==> src/design/msth_pkg.sv <==
// ----------------------------------------------------------------------------
// msth_pkg
// Types, constants and helper functions of the mid-square hash table.
// ----------------------------------------------------------------------------
`default_nettype none

package msth_pkg;

	localparam int KEY_W     = 16;
	localparam int PAIR_W    = 10;
	localparam int BKT_W     = 11;
	localparam int POS_W     = 3;
	localparam int LEN_W     = 4;
	localparam int HASH_W    = 10;
	localparam int SQ_W      = 32;
	localparam int NBUCKETS  = 2048;
	localparam int NSLOTS    = 16384;
	localparam logic [PAIR_W-1:0] PAIRS_RESET = 10'd11;
	localparam logic [KEY_W-1:0]  KEY_LIMIT   = 16'd46340;
	// floor(x/10) = (x * RECIP10) >> 35 for any 32-bit x
	localparam logic [31:0] RECIP10 = 32'hCCCC_CCCD;
	localparam int RECIP_SH = 35;
	localparam logic [3:0] MAX_DIGITS = 4'd10;

	typedef enum logic [2:0] {
		ST_INS   = 3'd0,
		ST_FOUND = 3'd1,
		ST_MISS  = 3'd2,
		ST_FULL  = 3'd3,
		ST_BIG   = 3'd4
	} status_t;

	typedef enum logic [3:0] {
		S_CLEAR, S_IDLE, S_SQ, S_NDIG, S_DROP, S_DROPQ, S_DIG, S_DIGQ,
		S_LA, S_LB, S_LW, S_INS, S_SRD, S_SCMP, S_OUT
	} state_t;

	typedef struct packed {
		logic load;
		logic square;
		logic count;
		logic start_div;
		logic mul;
		logic drop_upd;
		logic dig_upd;
		logic rd_b;
		logic cap_a;
		logic cap_b;
		logic insert;
		logic scmp;
		logic clr_wr;
		logic out_load;
	} cmd_t;

	typedef struct packed {
		logic too_large;
		logic search;
		logic cnt_more;
		logic drop_zero;
		logic dig_zero;
		logic hit;
		logic step_last;
		logic clr_last;
		logic out_free;
	} sts_t;

	// Powers of ten used by the digit count of the square
	function automatic logic [SQ_W-1:0] pow10(input logic [3:0] n);
		logic [SQ_W-1:0] r;
		unique case (n)
			4'd0: r = 32'd1;
			4'd1: r = 32'd10;
			4'd2: r = 32'd100;
			4'd3: r = 32'd1000;
			4'd4: r = 32'd10000;
			4'd5: r = 32'd100000;
			4'd6: r = 32'd1000000;
			4'd7: r = 32'd10000000;
			4'd8: r = 32'd100000000;
			4'd9: r = 32'd1000000000;
			default: r = '1;
		endcase
		return r;
	endfunction

endpackage

`default_nettype wire

==> src/design/msth_ctrl.sv <==
// ----------------------------------------------------------------------------
// msth_ctrl
// Controller: sequences clear sweep, hashing, chain access and result output.
// ----------------------------------------------------------------------------
`default_nettype none

module msth_ctrl (
	input  wire logic           clk,
	input  wire logic           arst_n,
	input  wire logic           s_tvalid,
	output logic                s_tready,
	input  wire msth_pkg::sts_t sts,
	output msth_pkg::cmd_t      cmd
);

	msth_pkg::state_t state_q;
	msth_pkg::state_t state_d;
	logic             search_q;
	logic             search_d;

	// State register
	always_ff @(posedge clk or negedge arst_n) begin
		if (!arst_n) begin
			state_q  <= msth_pkg::S_CLEAR;
			search_q <= 1'b0;
		end else begin
			state_q  <= state_d;
			search_q <= search_d;
		end
	end

	// Next state and commands
	always_comb begin
		state_d  = state_q;
		search_d = search_q;
		cmd      = '0;
		s_tready = 1'b0;
		unique case (state_q)
			msth_pkg::S_CLEAR: begin
				cmd.clr_wr = 1'b1;
				if (sts.clr_last) begin
					state_d = msth_pkg::S_IDLE;
				end
			end
			msth_pkg::S_IDLE: begin
				s_tready = 1'b1;
				if (s_tvalid) begin
					cmd.load = 1'b1;
					search_d = sts.search;
					state_d  = sts.too_large ? msth_pkg::S_OUT : msth_pkg::S_SQ;
				end
			end
			msth_pkg::S_SQ: begin
				cmd.square = 1'b1;
				state_d    = msth_pkg::S_NDIG;
			end
			msth_pkg::S_NDIG: begin
				if (sts.cnt_more) begin
					cmd.count = 1'b1;
				end else begin
					cmd.start_div = 1'b1;
					state_d       = msth_pkg::S_DROP;
				end
			end
			msth_pkg::S_DROP: begin
				if (sts.drop_zero) begin
					state_d = msth_pkg::S_DIG;
				end else begin
					cmd.mul = 1'b1;
					state_d = msth_pkg::S_DROPQ;
				end
			end
			msth_pkg::S_DROPQ: begin
				cmd.drop_upd = 1'b1;
				state_d      = msth_pkg::S_DROP;
			end
			msth_pkg::S_DIG: begin
				if (sts.dig_zero) begin
					state_d = msth_pkg::S_LA;
				end else begin
					cmd.mul = 1'b1;
					state_d = msth_pkg::S_DIGQ;
				end
			end
			msth_pkg::S_DIGQ: begin
				cmd.dig_upd = 1'b1;
				state_d     = msth_pkg::S_DIG;
			end
			msth_pkg::S_LA: begin
				state_d = msth_pkg::S_LB;
			end
			msth_pkg::S_LB: begin
				cmd.cap_a = 1'b1;
				cmd.rd_b  = 1'b1;
				state_d   = msth_pkg::S_LW;
			end
			msth_pkg::S_LW: begin
				cmd.cap_b = 1'b1;
				state_d   = search_q ? msth_pkg::S_SRD : msth_pkg::S_INS;
			end
			msth_pkg::S_INS: begin
				cmd.insert = 1'b1;
				state_d    = msth_pkg::S_OUT;
			end
			msth_pkg::S_SRD: begin
				state_d = msth_pkg::S_SCMP;
			end
			msth_pkg::S_SCMP: begin
				cmd.scmp = 1'b1;
				if (sts.hit || sts.step_last) begin
					state_d = msth_pkg::S_OUT;
				end else begin
					state_d = msth_pkg::S_SRD;
				end
			end
			msth_pkg::S_OUT: begin
				if (sts.out_free) begin
					cmd.out_load = 1'b1;
					state_d      = msth_pkg::S_IDLE;
				end
			end
			default: begin
				state_d = msth_pkg::S_IDLE;
			end
		endcase
	end

endmodule

`default_nettype wire

==> config.mk <==
export PLATFORM = sky130hd
export DESIGN_NAME = msth_ctrl
export DESIGN_NICKNAME = d
export VERILOG_FILES = /design/src/design/msth_pkg.sv /design/src/design/msth_ctrl.sv
export SDC_FILE = /design/constraint.sdc
export NUM_CORES = 1
export LEC_CHECK = 0
export BUFFER_PORTS_ARGS = -buffer_cell sky130_fd_sc_hd__buf_2
export CAP_MARGIN = 15
export CORE_AREA = 4 4 41 43
export CTS_BUF_LIST = sky130_fd_sc_hd__clkbuf_8
export CTS_CLUSTER_SIZE = 8
export DETAILED_ROUTE_END_ITERATION = 8
export DIE_AREA = 0 0 45 47
export PLACE_DENSITY = 0.76
export SKIP_CTS_REPAIR_TIMING = 1
export SYNTH_ARGS = -nofsm -noshare
export SYNTH_HDL_FRONTEND = slang
export SYNTH_SLANG_ARGS = --single-unit
export TNS_END_PERCENT = 1
==> constraint.sdc <==
create_clock -name clk -period 5 [get_ports clk]
set_input_delay 1 -clock clk [delete_from_list [all_inputs] [get_ports clk]]
set_output_delay 1 -clock clk [all_outputs]
set_load 0.05 [all_outputs]
==> impl_metrics.json, run 1 <==
{
  "min_to": "search_q",
  "num_vias": 595,
  "num_rows": 13,
  "antenna_found_initial": 0,
  "finalHoldViolCount": 0,
  "gp_congestion": 0.782,
  "hold_class": "reg2reg",
  "cts_buffers": 3,
  "overflow": 0,
  "synth_area_leaders": "dfrtp_1 (21%), buf_6 (9.4%), nor2_1 (8.1%), a2111oi_4 (4.6%), o32ai_4 (4.6%)",
  "grt_use_total": 0.155,
  "synth-async-reset-ratio": 1.00,
  "status": "complete, no violations",
  "viasPerCell": 5.36,
  "pre_cts_slack_ps": 2080,
  "clk_latency_ps": 220,
  "fmax_mhz": 344,
  "timing.final.crit_share": 0.581,
  "cp_max_fo": 4,
  "firstDrtPassIters": 4,
  "whs_path_depth": 1,
  "r2r-end": "state_q[0]",
  "grt_max_degree": 18,
  "crit_buf_inv": 2,
  "slew_viol_final": 0,
  "initial_utilization": 0.462,
  "path_clk_slew_ps": 40,
  "ys.flop_type": "dfrtp_1",
  "routed_wl_um": 1480,
  "route.detailed.drc": 0,
  "critPathTopFamily": "buffers and inverters",
  "grt_setup_unrepaired": "no",
  "routedWlPerCell_um": 13.3,
  "postPlaceCellArea_um2": 681,
  "final_common_cell": "buf_2",
  "final_cell_mix": "buf_2 (26), nor2_1 (13), inv_1 (6), nand2_1 (5), dfrtp_1 (5)",
  "syn_area_um2": 601,
  "worst_path_most_repeated_cell": "buf_2",
  "synth.distinct_cells": 36,
  "max-vdd-ir-drop_mv": 0.326,
  "cts_tree": "built",
  "max_slew_margin": 0.687,
  "io_pins": 27,
  "power.leakage_nw": 0.363,
  "min_period_ps": 2900,
  "diodes": 0,
  "drive_gt1_frac": 0.406,
  "core_um2": 1300,
  "fin_area_um2": 726,
  "first_global_vias": 551,
  "die_h_um": 47,
  "reg2reg_depth": 4,
  "clk_path_buf_depth": 2,
  "area_growth_pct": 20.8,
  "drtIter0Drc": 12,
  "tightest_slew_ps": 469,
  "ys_seq_area_frac": 0.208,
  "worstPathArrival_ps": 1900,
  "ys_ff_latch": 5,
  "dp_hpwl_um": 1150,
  "die_w_um": 45,
  "fin_hold_ws_ps": 574,
  "nNetsFinal": 109,
  "cap_violations": 0,
  "grt_pass1_wl_um": 2380,
  "syn_area_per_cell_um2": 8.23,
  "cts_sinks": 5,
  "slowest_stage": "buf_2",
  "design.die.area_um2": 2120,
  "finalSetupViolCount": 0,
  "yosys.area.top_type": "dfrtp_1",
  "slowest_delay_ps": 320,
  "end_kind": "primary output",
  "cp_data_required_time_ps": 4000,
  "crit_type": "in2out",
  "netlist_instances": 73,
  "start_kind": "input port",
  "fin_tns_setup_ps": 0,
  "yosysWarnings": 0,
  "crit_chain": "buf_2, and2_1, a2111oi_4, buf_2",
  "cts_htree_levels": 1,
  "yosysTopAreaCellShare": 0.208,
  "synth_edf_count": 0,
  "syn_nets": 85,
  "power_density_nw_per_um2": 772,
  "cts-root-buf": "clkbuf_8",
  "reg2reg_from": "state_q[0]",
  "final_antenna_net_count": 0,
  "hold_path.startpoint": "search_q",
  "io_buffers": 26,
  "n_fill_cell": 131,
  "setup_ws_ps": 2100,
  "skew_ps": 0.606,
  "r2r_slack_ps": 3250
}
==> area by class of cell <==
class,instances,area (um2),share of cell area
sequential,5,125,0.172
clock buffer,3,41.3,0.0569
tap,15,18.8,0.0259
multi-input combinational,56,388,0.534
inverter,5,18.8,0.0259
clock inverter,1,3.75,0.00517
timing repair buffer,26,130,0.179
==> per-layer routing <==
metal  global-route usage  up-vias  wire length (um)
li1                     -      301                 -
met1                0.192      266               650
met2                0.263       25               715
met3               0.0268        3                93
met4               0.0702        0                20
met5                    0        -                 0
==> Yosys cell counts (all sizes together) (2+ instances only) <==
master	count
nand3	2
dfrtp	5
buf	7
a21oi	3
o221ai	2
nor3	3
mux2	2
a21o	3
inv	5
nand2	5
nor2	14
or3	2
and2	2
nand2b	2
==> worst max path at each step <==
| stage | start | cells past startpoint | end | slack, ps |
|---|---|---|---|---|
| 6_report | sts[4] | 4 | cmd[9] | 2100 |
| 5_1_grt | sts[4] | 4 | cmd[9] | 2050 |
| 4_1_cts | sts[4] | 4 | cmd[9] | 2080 |
| 3_5_place_dp | sts[4] | 4 | cmd[9] | 2080 |
| 3_3_place_gp | sts[4] | 4 | cmd[9] | 2100 |
| 2_1_floorplan | sts[6] | 2 | cmd[11] | 1880 |
==> power breakdown <==
group / switching, W / internal (W)
logic: 0.000232 / 0.000136
registers: 0.0000566 / 0.0000619
clock network: 0.0000216 / 0.0000528
==> state kept, by name (all words and copies together), names as in the netlist <==
signal / flops
state_q: 4
search_q: 1
==> stage by stage <==
step | std cells | total power, W | utilization
after floorplan | 73 | 0.000457 | -
after global placement | 107 | 0.000481 | 0.523
after detailed placement | 107 | 0.000486 | 0.523
after CTS | 111 | 0.000561 | 0.558
after global routing | 111 | 0.000597 | 0.558
final | 111 | 0.000560 | 0.558
==> cells by family after synthesis <==
kind of cell           count (synthesis)  share of synthesized area
AND/OR/NAND/NOR                       35                      0.296
AO/OA/AOI/OAI                         19                      0.306
multiplexers                           2                     0.0437
flip-flops                             5                      0.208
buffers and inverters                 12                      0.146
No activity file was read; power rests on OpenSTA's default activity.
==> run 2: changes to the inputs <==
clock period = 2.92 ns   (was 5 ns; I/O delays follow)
==> run 2 against run 1 <==
Compared with the run above: combinational power increased by 71%; sequential power rose by 70%; non-clock buffer count stayed put; clock power rose by 75%; die area did not move; cell count is the same; largest power group unchanged.
==> impl_metrics.json, run 2 (same netlist as run 1, synthesis figures left out) <==
{
  "finalSetupViolCount": 0,
  "max_slew_margin": 0.682,
  "tightest_slew_ps": 477,
  "initial_utilization": 0.462,
  "design.die.area_um2": 2120,
  "clk_latency_ps": 230,
  "status": "complete, no violations",
  "cts_tree": "built",
  "slowest_delay_ps": 480,
  "drive_gt1_frac": 0.406,
  "skew_ps": 2.64,
  "io_buffers": 26,
  "antenna_found_initial": 0,
  "cts_htree_levels": 1,
  "drtIter0Drc": 12,
  "first_global_vias": 534,
  "grt_setup_unrepaired": "no",
  "num_vias": 589,
  "r2r_slack_ps": 1180,
  "top_register": "state_q",
  "cp_max_fo": 11,
  "r2r-end": "state_q[0]",
  "viasPerCell": 5.31,
  "end_kind": "primary output",
  "routed_wl_um": 1440,
  "cap_violations": 0,
  "finalHoldViolCount": 0,
  "max-vdd-ir-drop_mv": 0.659,
  "fin_hold_ws_ps": 161,
  "grt_max_degree": 18,
  "dp_hpwl_um": 1100,
  "grt_pass1_wl_um": 2220,
  "start_kind": "register",
  "reg_top3": "state_q (4), search_q (1)",
  "worstPathArrival_ps": 1780,
  "firstDrtPassIters": 4,
  "overflow": 0,
  "power_density_nw_per_um2": 1320,
  "diodes": 0,
  "slew_viol_final": 0,
  "power.leakage_nw": 0.363,
  "final_antenna_net_count": 0,
  "fmax_mhz": 423,
  "io_pins": 27,
  "slowest_stage": "dfrtp_1",
  "largest_register_ffs": 4,
  "min_period_ps": 2360,
  "p_comb_frac": 0.654,
  "grt_use_total": 0.149,
  "timing.final.crit_share": 0.809,
  "crit_chain": "or2b_2, a2111oi_4, buf_2",
  "num_rows": 13,
  "final_common_cell": "buf_2",
  "swShare": 0.552,
  "reg2reg_from": "state_q[0]",
  "clk_path_buf_depth": 2,
  "cts_buffers": 3,
  "fin_tns_setup_ps": 0,
  "crit_type": "reg2out",
  "switchingPower_w": 0.000529,
  "core_um2": 1300,
  "die_w_um": 45,
  "die_h_um": 47,
  "nNetsFinal": 109,
  "cts-root-buf": "clkbuf_8",
  "routedWlPerCell_um": 12.9,
  "cp_data_required_time_ps": 2340,
  "cts_sinks": 5,
  "path_clk_slew_ps": 40,
  "reg2reg_depth": 4,
  "p_int_w": 0.000429,
  "p_clk_frac": 0.136,
  "final_cell_mix": "buf_2 (26), nor2_1 (13), inv_1 (6), nand2_1 (5), dfrtp_1 (5)",
  "hold_class": "in2async",
  "gp_congestion": 0.745,
  "area_growth_pct": 20.8,
  "route.detailed.drc": 0,
  "seqPwrFrac": 0.210
}
## run 2: cell counts in the layout (fill, tap and decap cells not counted)
Identical to the previous run, type by type.
## run 2: worst max-delay path by stage
stage | startpoint | to | cells after the start
finish | state_q[2] | cmd[9] | 3
detailed placement | state_q[2] | cmd[9] | 3
global route | state_q[0] | cmd[13] | 4
CTS | state_q[2] | cmd[9] | 3
floorplan | state_q[2] | cmd[13] | 5
global placement | state_q[2] | cmd[9] | 3
## run 2: metrics by stage
step / total power (W) / std cells / cell area [um2] / util / setup slack (ps)
after CTS: 0.000959 / 111 / 726 / 0.558 / 557
after detailed placement: 0.000826 / 107 / 681 / 0.523 / 802
final: 0.000958 / 111 / 726 / 0.558 / 558
after global routing: 0.00103 / 111 / 726 / 0.558 / 460
after floorplan: 0.000782 / 73 / 601 / - / 252
after global placement: 0.000822 / 107 / 681 / 0.523 / 843
## run 2: routing by layer
layer | vias up | track usage | routed length, um
met5 | - | 0 | 0
met4 | 0 | 0.0877 | 34
met3 | 4 | 0.0460 | 105
met2 | 20 | 0.237 | 677
met1 | 263 | 0.178 | 619
li1 | 302 | - | -
## run 2: area by class of cell
cell class | count | area [um2]
inverter | 5 | 18.8
tap | 15 | 18.8
fill | 132 | 576
timing repair buffer | 26 | 130
multi-input combinational | 56 | 388
sequential | 5 | 125
clock inverter | 1 | 3.75
clock buffer | 3 | 41.3
## run 2: power by group through the flow
| stage | registers, W | clock network [W] | logic [W] |
|---|---|---|---|
| 2_1_floorplan | 0.000131 | 0 | 0.000651 |
| 3_3_place_gp | 0.000197 | 0 | 0.000625 |
| 3_5_place_dp | 0.000200 | 0 | 0.000626 |
| 4_1_cts | 0.000198 | 0.000132 | 0.000628 |
| 5_1_grt | 0.000211 | 0.000141 | 0.000675 |
| 6_report | 0.000201 | 0.000130 | 0.000627 |
## run 2: worst max-delay path: cells and delay by family (launching register included)
family	cells	cell delay, ps
AOI/OAI and AO/OA	1	360
buffers and inverters	1	320
DFF	1	480
and+or+nand+nor	1	390
